==> src/hw/rtl/tdts_pkg.sv <==
package tdts_pkg;

   localparam int MAX_LEXEME = 32;
   localparam int CH_W = 8;
   localparam int TOK_W = 4;
   localparam int LEN_W = 6;
   localparam int VAL_W = 31;
   localparam logic [VAL_W-1:0] VALUE_MAX = {VAL_W{1'b1}};

   localparam int QUEUE_DEPTH = 4;
   localparam int QPTR_W = 2;
   localparam int QCNT_W = 3;
   localparam logic [QCNT_W-1:0] QUEUE_ROOM_MAX = QCNT_W'(QUEUE_DEPTH - 2);

   typedef enum logic [TOK_W-1:0] {
      TOK_IDENT     = 4'd0,
      TOK_CONST     = 4'd1,
      TOK_PLUS      = 4'd2,
      TOK_MINUS     = 4'd3,
      TOK_LPAREN    = 4'd4,
      TOK_RPAREN    = 4'd5,
      TOK_COMMA     = 4'd6,
      TOK_SEMICOLON = 4'd7,
      TOK_ASSIGN    = 4'd8,
      TOK_END       = 4'd9,
      TOK_ERROR     = 4'd10,
      TOK_TIMES     = 4'd11,
      TOK_DIVIDE    = 4'd12
   } token_type;

   typedef enum logic [3:0] {
      CLS_LETTER    = 4'd0,
      CLS_DIGIT     = 4'd1,
      CLS_PLUS      = 4'd2,
      CLS_MINUS     = 4'd3,
      CLS_LPAREN    = 4'd4,
      CLS_RPAREN    = 4'd5,
      CLS_COMMA     = 4'd6,
      CLS_SEMICOLON = 4'd7,
      CLS_COLON     = 4'd8,
      CLS_EQUAL     = 4'd9,
      CLS_END       = 4'd10,
      CLS_BLANK     = 4'd11,
      CLS_TIMES     = 4'd12,
      CLS_DIVIDE    = 4'd13,
      CLS_OTHER     = 4'd14
   } class_type;

   typedef enum logic [3:0] {
      ST_START = 4'b0001,
      ST_IDENT = 4'b0010,
      ST_CONST = 4'b0100,
      ST_COLON = 4'b1000
   } dfa_type;

   typedef struct packed {
      token_type        token;
      logic [LEN_W-1:0] length;
      logic [VAL_W-1:0] value;
      logic             last;
   } result_type;

   typedef struct packed {
      logic [1:0] count;
      result_type first;
      result_type second;
   } push_type;

   function automatic class_type classify(input logic [CH_W-1:0] ch, input logic eoi);
      class_type cls;
      if (eoi) begin
         cls = CLS_END;
      end else if ((ch inside {[8'h41:8'h5A]}) || (ch inside {[8'h61:8'h7A]})) begin
         cls = CLS_LETTER;
      end else if (ch inside {[8'h30:8'h39]}) begin
         cls = CLS_DIGIT;
      end else begin
         case (ch)
            8'h2B: cls = CLS_PLUS;
            8'h2D: cls = CLS_MINUS;
            8'h28: cls = CLS_LPAREN;
            8'h29: cls = CLS_RPAREN;
            8'h2C: cls = CLS_COMMA;
            8'h3B: cls = CLS_SEMICOLON;
            8'h3A: cls = CLS_COLON;
            8'h3D: cls = CLS_EQUAL;
            8'h20, 8'h09, 8'h0A, 8'h0B, 8'h0C, 8'h0D: cls = CLS_BLANK;
            8'h2A: cls = CLS_TIMES;
            8'h2F: cls = CLS_DIVIDE;
            default: cls = CLS_OTHER;
         endcase
      end
      return cls;
   endfunction

endpackage

==> src/hw/rtl/tdts_req_if.sv <==
interface tdts_req_if;
   logic                     valid;
   logic                     ready;
   logic [tdts_pkg::CH_W-1:0] ch;
   logic                     end_of_input;

   modport source(output valid, output ch, output end_of_input, input ready);
   modport sink(input valid, input ch, input end_of_input, output ready);
endinterface

==> src/hw/rtl/tdts_rsp_if.sv <==
interface tdts_rsp_if;
   logic                       valid;
   logic                       ready;
   logic [tdts_pkg::TOK_W-1:0] token;
   logic [tdts_pkg::LEN_W-1:0] lexeme_length;
   logic [tdts_pkg::VAL_W-1:0] constant_value;
   logic                       last;

   modport source(output valid, output token, output lexeme_length, output constant_value,
                  output last, input ready);
   modport sink(input valid, input token, input lexeme_length, input constant_value,
                input last, output ready);
endinterface

==> src/hw/rtl/tdts_lexer.sv <==
module tdts_lexer (
   input  logic               clock,
   input  logic               reset,
   tdts_req_if.sink           req_if,
   output tdts_pkg::push_type push,
   input  logic               room
);
   import tdts_pkg::*;

   logic             in_valid_ff;
   logic [CH_W-1:0]  in_ch_ff;
   logic             in_eoi_ff;
   dfa_type          state_ff, state_in;
   logic [LEN_W-1:0] count_ff, count_in;
   logic [VAL_W-1:0] accum_ff, accum_in;

   logic             fire;
   class_type        cls;
   logic [3:0]       digit;
   logic [LEN_W-1:0] count_inc;
   logic [VAL_W+3:0] accum_prod;
   logic [VAL_W-1:0] accum_sat;
   logic             is_word;
   logic             start_phase;
   logic             emit_a, emit_b;
   token_type        a_tok, b_tok;
   logic [LEN_W-1:0] b_len;
   result_type       res_a, res_b;

   function automatic token_type single_token(input class_type c);
      token_type t;
      case (c)
         CLS_PLUS:      t = TOK_PLUS;
         CLS_MINUS:     t = TOK_MINUS;
         CLS_LPAREN:    t = TOK_LPAREN;
         CLS_RPAREN:    t = TOK_RPAREN;
         CLS_COMMA:     t = TOK_COMMA;
         CLS_SEMICOLON: t = TOK_SEMICOLON;
         CLS_END:       t = TOK_END;
         CLS_TIMES:     t = TOK_TIMES;
         CLS_DIVIDE:    t = TOK_DIVIDE;
         default:       t = TOK_ERROR;
      endcase
      return t;
   endfunction

   assign fire = in_valid_ff && room;
   assign req_if.ready = !in_valid_ff || fire;

   always_ff @(posedge clock) begin
      if (reset) begin
         in_valid_ff <= 1'b0;
      end else if (req_if.ready) begin
         in_valid_ff <= req_if.valid;
      end
      if (req_if.ready && req_if.valid) begin
         in_ch_ff  <= req_if.ch;
         in_eoi_ff <= req_if.end_of_input;
      end
   end

   assign cls   = classify(in_ch_ff, in_eoi_ff);
   // ASCII digits sit at 0x30..0x39, so the low nibble is the digit value
   assign digit = in_ch_ff[3:0];
   assign count_inc = (count_ff < LEN_W'(MAX_LEXEME)) ? count_ff + LEN_W'(1) : count_ff;
   assign accum_prod = ({4'b0, accum_ff} << 3) + ({4'b0, accum_ff} << 1) + (VAL_W+4)'(digit);
   assign accum_sat = (accum_prod > (VAL_W+4)'(VALUE_MAX)) ? VALUE_MAX : accum_prod[VAL_W-1:0];
   assign is_word = (cls == CLS_LETTER) || (cls == CLS_DIGIT);

   always_comb begin
      state_in    = state_ff;
      count_in    = count_ff;
      accum_in    = accum_ff;
      start_phase = 1'b0;
      emit_a      = 1'b0;
      emit_b      = 1'b0;
      a_tok       = TOK_IDENT;
      b_tok       = TOK_ERROR;
      b_len       = LEN_W'(1);

      case (state_ff)
         ST_START: begin
            start_phase = 1'b1;
         end
         ST_IDENT: begin
            if (is_word) begin
               count_in = count_inc;
            end else begin
               emit_a      = 1'b1;
               a_tok       = TOK_IDENT;
               start_phase = (cls != CLS_BLANK);
            end
         end
         ST_CONST: begin
            if (cls == CLS_DIGIT) begin
               count_in = count_inc;
               accum_in = accum_sat;
            end else begin
               emit_a      = 1'b1;
               a_tok       = TOK_CONST;
               start_phase = (cls != CLS_BLANK);
            end
         end
         ST_COLON: begin
            // consume the follower; a blank is not counted
            emit_b   = 1'b1;
            b_tok    = (cls == CLS_EQUAL) ? TOK_ASSIGN : TOK_ERROR;
            b_len    = (cls == CLS_BLANK) ? count_ff : count_inc;
            state_in = ST_START;
            count_in = '0;
            accum_in = '0;
         end
         default: begin
            state_in = ST_START;
            count_in = '0;
            accum_in = '0;
         end
      endcase

      if (emit_a) begin
         state_in = ST_START;
         count_in = '0;
         accum_in = '0;
      end

      // reprocess the closing character from the start state
      if (start_phase) begin
         case (cls)
            CLS_LETTER: begin
               state_in = ST_IDENT;
               count_in = LEN_W'(1);
            end
            CLS_DIGIT: begin
               state_in = ST_CONST;
               count_in = LEN_W'(1);
               accum_in = VAL_W'(digit);
            end
            CLS_COLON: begin
               state_in = ST_COLON;
               count_in = LEN_W'(1);
            end
            CLS_BLANK: begin
               state_in = ST_START;
            end
            default: begin
               emit_b   = 1'b1;
               b_tok    = single_token(cls);
               b_len    = LEN_W'(1);
               state_in = ST_START;
               count_in = '0;
               accum_in = '0;
            end
         endcase
      end
   end

   always_comb begin
      res_a.token  = a_tok;
      res_a.length = count_ff;
      res_a.value  = (a_tok == TOK_CONST) ? accum_ff : '0;
      res_a.last   = !emit_b;
      res_b.token  = b_tok;
      res_b.length = b_len;
      res_b.value  = '0;
      res_b.last   = 1'b1;
      push.count   = fire ? ({1'b0, emit_a} + {1'b0, emit_b}) : 2'd0;
      push.first   = emit_a ? res_a : res_b;
      push.second  = res_b;
   end

   always_ff @(posedge clock) begin
      if (reset) begin
         state_ff <= ST_START;
         count_ff <= '0;
         accum_ff <= '0;
      end else if (fire) begin
         state_ff <= state_in;
         count_ff <= count_in;
         accum_ff <= accum_in;
      end
   end

   a_count_sat: assert property (@(posedge clock) disable iff (reset)
      count_ff <= LEN_W'(MAX_LEXEME))
      else $error("lexeme count above saturation limit");

   a_accum_const: assert property (@(posedge clock) disable iff (reset)
      (state_ff != ST_CONST) |-> (accum_ff == '0))
      else $error("constant accumulator live outside a constant");

   a_two_close: assert property (@(posedge clock) disable iff (reset)
      (push.count == 2'd2) |->
         ((push.first.token == TOK_IDENT) || (push.first.token == TOK_CONST)))
      else $error("two tokens without an identifier or constant closing");

endmodule

==> src/hw/rtl/tdts_result_queue.sv <==
module tdts_result_queue (
   input  logic               clock,
   input  logic               reset,
   input  tdts_pkg::push_type push,
   output logic               room,
   tdts_rsp_if.source         rsp_if
);
   import tdts_pkg::*;

   result_type        entries_ff [QUEUE_DEPTH];
   logic [QPTR_W-1:0] head_ff, head_in;
   logic [QPTR_W-1:0] tail_ff, tail_in;
   logic [QCNT_W-1:0] count_ff, count_in;
   logic              pop;
   result_type        head_entry;

   assign room = (count_ff <= QUEUE_ROOM_MAX);
   assign head_entry = entries_ff[head_ff];

   assign rsp_if.valid          = (count_ff != '0);
   assign rsp_if.token          = head_entry.token;
   assign rsp_if.lexeme_length  = head_entry.length;
   assign rsp_if.constant_value = head_entry.value;
   assign rsp_if.last           = head_entry.last;

   assign pop      = rsp_if.valid && rsp_if.ready;
   assign head_in  = head_ff + QPTR_W'(pop);
   assign tail_in  = tail_ff + QPTR_W'(push.count);
   assign count_in = count_ff + QCNT_W'(push.count) - QCNT_W'(pop);

   always_ff @(posedge clock) begin
      if (reset) begin
         head_ff  <= '0;
         tail_ff  <= '0;
         count_ff <= '0;
      end else begin
         head_ff  <= head_in;
         tail_ff  <= tail_in;
         count_ff <= count_in;
      end
      if (push.count != 2'd0) begin
         entries_ff[tail_ff] <= push.first;
      end
      if (push.count == 2'd2) begin
         entries_ff[tail_ff + QPTR_W'(1)] <= push.second;
      end
   end

   a_no_overflow: assert property (@(posedge clock) disable iff (reset)
      (push.count != 2'd0) |-> (count_ff <= QUEUE_ROOM_MAX))
      else $error("request results pushed without room");

   a_count_bound: assert property (@(posedge clock) disable iff (reset)
      count_ff <= QCNT_W'(QUEUE_DEPTH))
      else $error("result queue count out of range");

   a_push_code: assert property (@(posedge clock) disable iff (reset)
      push.count != 2'd3)
      else $error("more than two results from one request");

endmodule

==> src/hw/rtl/table_driven_token_scanner.sv <==
// Token scanner: takes one source byte (or the end-of-input mark) per request and returns
// zero, one or two token results, each with its lexeme length (saturating at MAX_LEXEME)
// and, for constants, the decimal value saturating at 2^31-1. A request is taken every
// cycle while the result queue has room; it passes the input register, then the result
// queue, on its way to the result port. A request whose byte closes an identifier or
// constant and is itself a one-byte token yields two results, which leave one per cycle
// while the consumer is ready, so the result port sets the sustained rate. The four-entry
// result queue takes new requests while earlier results wait on the consumer; requests
// stall only when fewer than two queue entries are free.
module table_driven_token_scanner (
   input logic        clock,
   input logic        reset,
   tdts_req_if.sink   req_if,
   tdts_rsp_if.source rsp_if
);
   import tdts_pkg::*;

   push_type push;
   logic     room;

   tdts_lexer u_lexer (
      .clock  (clock),
      .reset  (reset),
      .req_if (req_if),
      .push   (push),
      .room   (room)
   );

   tdts_result_queue u_queue (
      .clock  (clock),
      .reset  (reset),
      .push   (push),
      .room   (room),
      .rsp_if (rsp_if)
   );

endmodule

==> src/flat_wrapper.sv <==
// flat-port wrapper written by rule: the top's interface ports become plain ports
module table_driven_token_scanner_flat import tdts_pkg::*;
  (clock, reset, req_if_valid, req_if_ch, req_if_end_of_input, req_if_ready, rsp_if_valid, rsp_if_token, rsp_if_lexeme_length, rsp_if_constant_value, rsp_if_last, rsp_if_ready);
  tdts_req_if req_if_i ();
  tdts_rsp_if rsp_if_i ();
  input logic clock;
  input logic reset;
  input wire logic [$bits(req_if_i.valid)-1:0] req_if_valid;
  input wire logic [$bits(req_if_i.ch)-1:0] req_if_ch;
  input wire logic [$bits(req_if_i.end_of_input)-1:0] req_if_end_of_input;
  output wire logic [$bits(req_if_i.ready)-1:0] req_if_ready;
  output wire logic [$bits(rsp_if_i.valid)-1:0] rsp_if_valid;
  output wire logic [$bits(rsp_if_i.token)-1:0] rsp_if_token;
  output wire logic [$bits(rsp_if_i.lexeme_length)-1:0] rsp_if_lexeme_length;
  output wire logic [$bits(rsp_if_i.constant_value)-1:0] rsp_if_constant_value;
  output wire logic [$bits(rsp_if_i.last)-1:0] rsp_if_last;
  input wire logic [$bits(rsp_if_i.ready)-1:0] rsp_if_ready;
  assign req_if_i.valid = req_if_valid;
  assign req_if_i.ch = req_if_ch;
  assign req_if_i.end_of_input = req_if_end_of_input;
  assign req_if_ready = req_if_i.ready;
  assign rsp_if_valid = rsp_if_i.valid;
  assign rsp_if_token = rsp_if_i.token;
  assign rsp_if_lexeme_length = rsp_if_i.lexeme_length;
  assign rsp_if_constant_value = rsp_if_i.constant_value;
  assign rsp_if_last = rsp_if_i.last;
  assign rsp_if_i.ready = rsp_if_ready;
  table_driven_token_scanner u_core (.clock(clock), .reset(reset), .req_if(req_if_i), .rsp_if(rsp_if_i));
endmodule
==> config.mk <==
export PLATFORM = sky130hd
export DESIGN_NAME = table_driven_token_scanner_flat
export DESIGN_NICKNAME = d
export VERILOG_FILES = /design/src/hw/rtl/tdts_pkg.sv /design/src/hw/rtl/tdts_req_if.sv /design/src/hw/rtl/tdts_rsp_if.sv /design/src/hw/rtl/tdts_lexer.sv /design/src/hw/rtl/tdts_result_queue.sv /design/src/hw/rtl/table_driven_token_scanner.sv /design/src/flat_wrapper.sv
export SDC_FILE = /design/constraint.sdc
export NUM_CORES = 1
export LEC_CHECK = 0
export ABC_AREA = 0
export BUFFER_PORTS_ARGS = -buffer_cell sky130_fd_sc_hd__buf_2
export CAP_MARGIN = 15
export CORE_ASPECT_RATIO = 2
export CORE_UTILIZATION = 55
export DETAILED_ROUTE_END_ITERATION = 8
export PLACE_DENSITY = 0.74
export SLEW_MARGIN = 25
export SYNTH_ARGS = -nofsm -noshare
export SYNTH_HDL_FRONTEND = slang
export SYNTH_SLANG_ARGS = --single-unit
export TNS_END_PERCENT = 5
==> constraint.sdc <==
create_clock -name clock -period 5.9 [get_ports clock]
set_input_delay 0 -clock clock [delete_from_list [all_inputs] [get_ports clock]]
set_output_delay 0 -clock clock [all_outputs]
set_load 0.03 [all_outputs]
==> out/results.ini <==
[global_routing]
grt_overflow=0
grt_use_total_pct=30.1
grt_pass1_wl_mm=53.2
antenna_found_initial=0
grt_max_degree=44
grt_pass1_vias=10300

[sta]
rsz0062_at_grt=no
slew_headroom_pct=38.0
whs_ns=0.204
period_share_pct=83.7
skew_ns=0.0155
setup_tns_ns=0
maxSlewViolCount=0
setup_viol=0
min_period_ns=4.94
max_freq_mhz=202
tightest_slew_ns=0.923
hold_viol=0

[finish]
num-fill-cells=1874
num_antenna_cells=0
multiInputGateArea_sq_mm=0.00680
layout-drive-gt1-share_pct=14.0
final_nets=1331
register_area_sq_mm=0.00510
area_growth_pct=10.1

[worst_setup_path]
worst-endpoint-required_ns=6.35
cp_max_fo=20
start_kind=flop
end_kind=flop
critPathKind=flop to flop
worstPathArrival_ns=5.39
r2r_slack_ns=0.96
reg2reg_to=u_core.u_queue.entries_ff[0][16]
rr_worst_depth=15
timing.rr.start=u_core.u_lexer.in_ch_ff[4]

[detailed_routing]
drtAntennaViolNets=0
via_count=10200
wl_mm=34.0
first_pass_iters=5
drc=0
via_per_inst=6.61
drt-initial-drc-count=596
wl_per_cell_microns=22.1

[clocking]
h-tree-depth=1
numClockSinks=230
clkTransAtPathRegs_ns=0.06
cts_tree=yes
numCtsBuffers=20
clk_latency_ns=0.52
cts-resized-gates=0
root_buffer=clkbuf_16
cts.path.max_buffers=3

[placed_design]
gp_congestion=0.982
io_buffers=56
dp_hpwl_mm=23.9

[floorplanning]
fp-row-count=77
die_h_microns=213
boundaryPins=57
core-area_sq_mm=0.0220
dieArea_sq_mm=0.0229
die_x_microns=108
start_util_pct=55.9

[worst_hold_path]
min_to=u_core.u_lexer.in_eoi_ff
hold_class=input port to flop
min_path_cells=2
worstHoldStart=req_if_end_of_input

[synth]
syn_inst=1220
synth-edff-count=49
syn_nets=1304
synth_area_leaders=dfxtp_1 30%, edfxtp_1 12%, a22o_1 8.9%
async_reset_ff_share_pct=0
syn_area_sq_mm=0.0123
yosysSeqAreaShare_pct=41.5
yosys.area.top_type=dfxtp_1
syn_area_per_cell_sq_um=10.1
yosys_warnings=0
synth_top_area_share_pct=29.5
yosys_register_bits=230
synthDistinctLibCells=78
ys.flop_type=dfxtp_1

[pwr]
p_switching_uw=1040
p_comb_share_pct=17.0
peakVddDrop_v=0.000247
netSwitchingFraction_pct=28.4
cellPowerDensity_mw_per_mm2=270
seq_power_share_pct=46.9
internal_power_uw=2610
p_clk_share_pct=36.1
p_leak_uw=0.00537

[flow_run]
maxCapViolCount=0

[outcome]
outcome=complete, no violations

-- synth_stat cells, types with 18 or more instances --
cell	number
mux4_2	42
inv_1	24
edfxtp_1	49
a21oi_1	82
a22o_1	125
ha_1	68
xnor2_1	24
nor2_1	88
clkbuf_1	73
o21ai_0	54
nor3_1	34
a21o_1	18
dfxtp_1	181
nor2b_1	19
o22ai_1	18
nand2_1	84
-- worst max path at each step --
stage / slack, ns / to / startpoint
floorplan: 1.72 / u_core.u_queue.entries_ff[0][36] / u_core.u_lexer.in_ch_ff[4]
global placement: 1.08 / u_core.u_queue.entries_ff[2][39] / u_core.u_lexer.in_ch_ff[4]
detailed placement: 1.04 / u_core.u_queue.entries_ff[2][40] / u_core.u_lexer.in_ch_ff[4]
CTS: 1.01 / u_core.u_queue.entries_ff[0][16] / u_core.u_lexer.in_ch_ff[4]
global route: 0.64 / u_core.u_queue.entries_ff[0][18] / u_core.u_lexer.in_ch_ff[1]
finish: 0.96 / u_core.u_queue.entries_ff[0][16] / u_core.u_lexer.in_ch_ff[4]
-- metal layers --
metal	global-route usage [%]	share of wire [%]
met5	0	0
met4	19.2	6.1
met3	3.21	4.2
met2	57.8	55
met1	29.9	34
-- critical path: stages (launching register included) --
cell      delay [ns]
edfxtp_1        0.47
or4_4           0.58
o221ai_4        0.23
o21ai_2         0.15
nand2_2         0.20
nand2_4         0.12
inv_2           0.20
nor2_2          0.10
or3_4           0.46
o21ai_0         0.18
ha_1            0.31
o21ai_1         0.22
or3_1           0.42
nor2_2          0.65
buf_4           0.39
a22o_1          0.19
-- through the flow --
stage	util [%]	total power [uW]	setup slack, ns	area (sq um)	instances
detailed placement	58.0	2360	1.04	12700	1488
CTS	61.5	3670	1.01	13500	1536
finish	61.5	3650	0.961	13500	1536
global route	61.5	3770	0.644	13500	1536
global placement	58.0	2350	1.08	12700	1488
floorplan	-	2190	1.72	12300	1220
-- cells in the final DEF, fill, tap and decap left out, types with 34 or more instances in the layout --
master	n
mux4_2	42
a21oi_1	82
edfxtp_1	49
a22o_1	125
o21ai_0	54
ha_1	68
nor2_1	80
buf_2	56
nor3_1	34
dfxtp_1	179
nand2_1	84
-- state kept, by name, indices dropped and copies added, names as in the netlist, named ones only --
name                        count
u_core.u_queue.tail_ff          2
u_core.u_lexer.in_valid_ff      1
u_core.u_queue.head_ff          2
u_core.u_lexer.count_ff         6
u_core.u_lexer.in_ch_ff         8
u_core.u_lexer.state_ff         4
u_core.u_queue.count_ff         3
u_core.u_lexer.accum_ff        31
u_core.u_lexer.in_eoi_ff        1
u_core.u_queue.entries_ff     168
-- power groups by stage --
stage / combinational (uW) / clock [uW] / sequential (uW)
after CTS: 624 / 1330 / 1710
after detailed placement: 615 / 0 / 1750
after floorplan: 481 / 0 / 1710
after global routing: 671 / 1380 / 1720
after global placement: 607 / 0 / 1740
final: 620 / 1320 / 1710
-- timing repair --
action | CTS | global route
buffers inserted | 0 | 0
endpoints found under the hold margin | 27 | 0
hold buffers | 13 | 0
-- logic make-up (layout without fill, tap and decap cells) --
| family | count (synthesis) | in the layout | synth area share, % |
|---|---|---|---|
| buffers and inverters | 105 | 145 | 3.21 |
| AND/OR/NAND/NOR | 322 | 322 | 12.8 |
| adder cells (fa/ha/maj) | 72 | 72 | 7.50 |
| flip-flops | 230 | 230 | 41.5 |
| XOR/XNOR | 31 | 31 | 2.21 |
| multiplexers | 57 | 57 | 8.96 |
| AO/OA/AOI/OAI | 403 | 403 | 23.7 |
-- layout make-up --
class	instances	area share, %
inverters	25	0.695
multi-input cells	885	50.4
clock inverters	8	0.500
well taps	276	2.56
repair buffers	85	3.93
flip-flops and latches	230	37.7
clock buffers	27	4.21
Power figures use the tool's default switching activity.
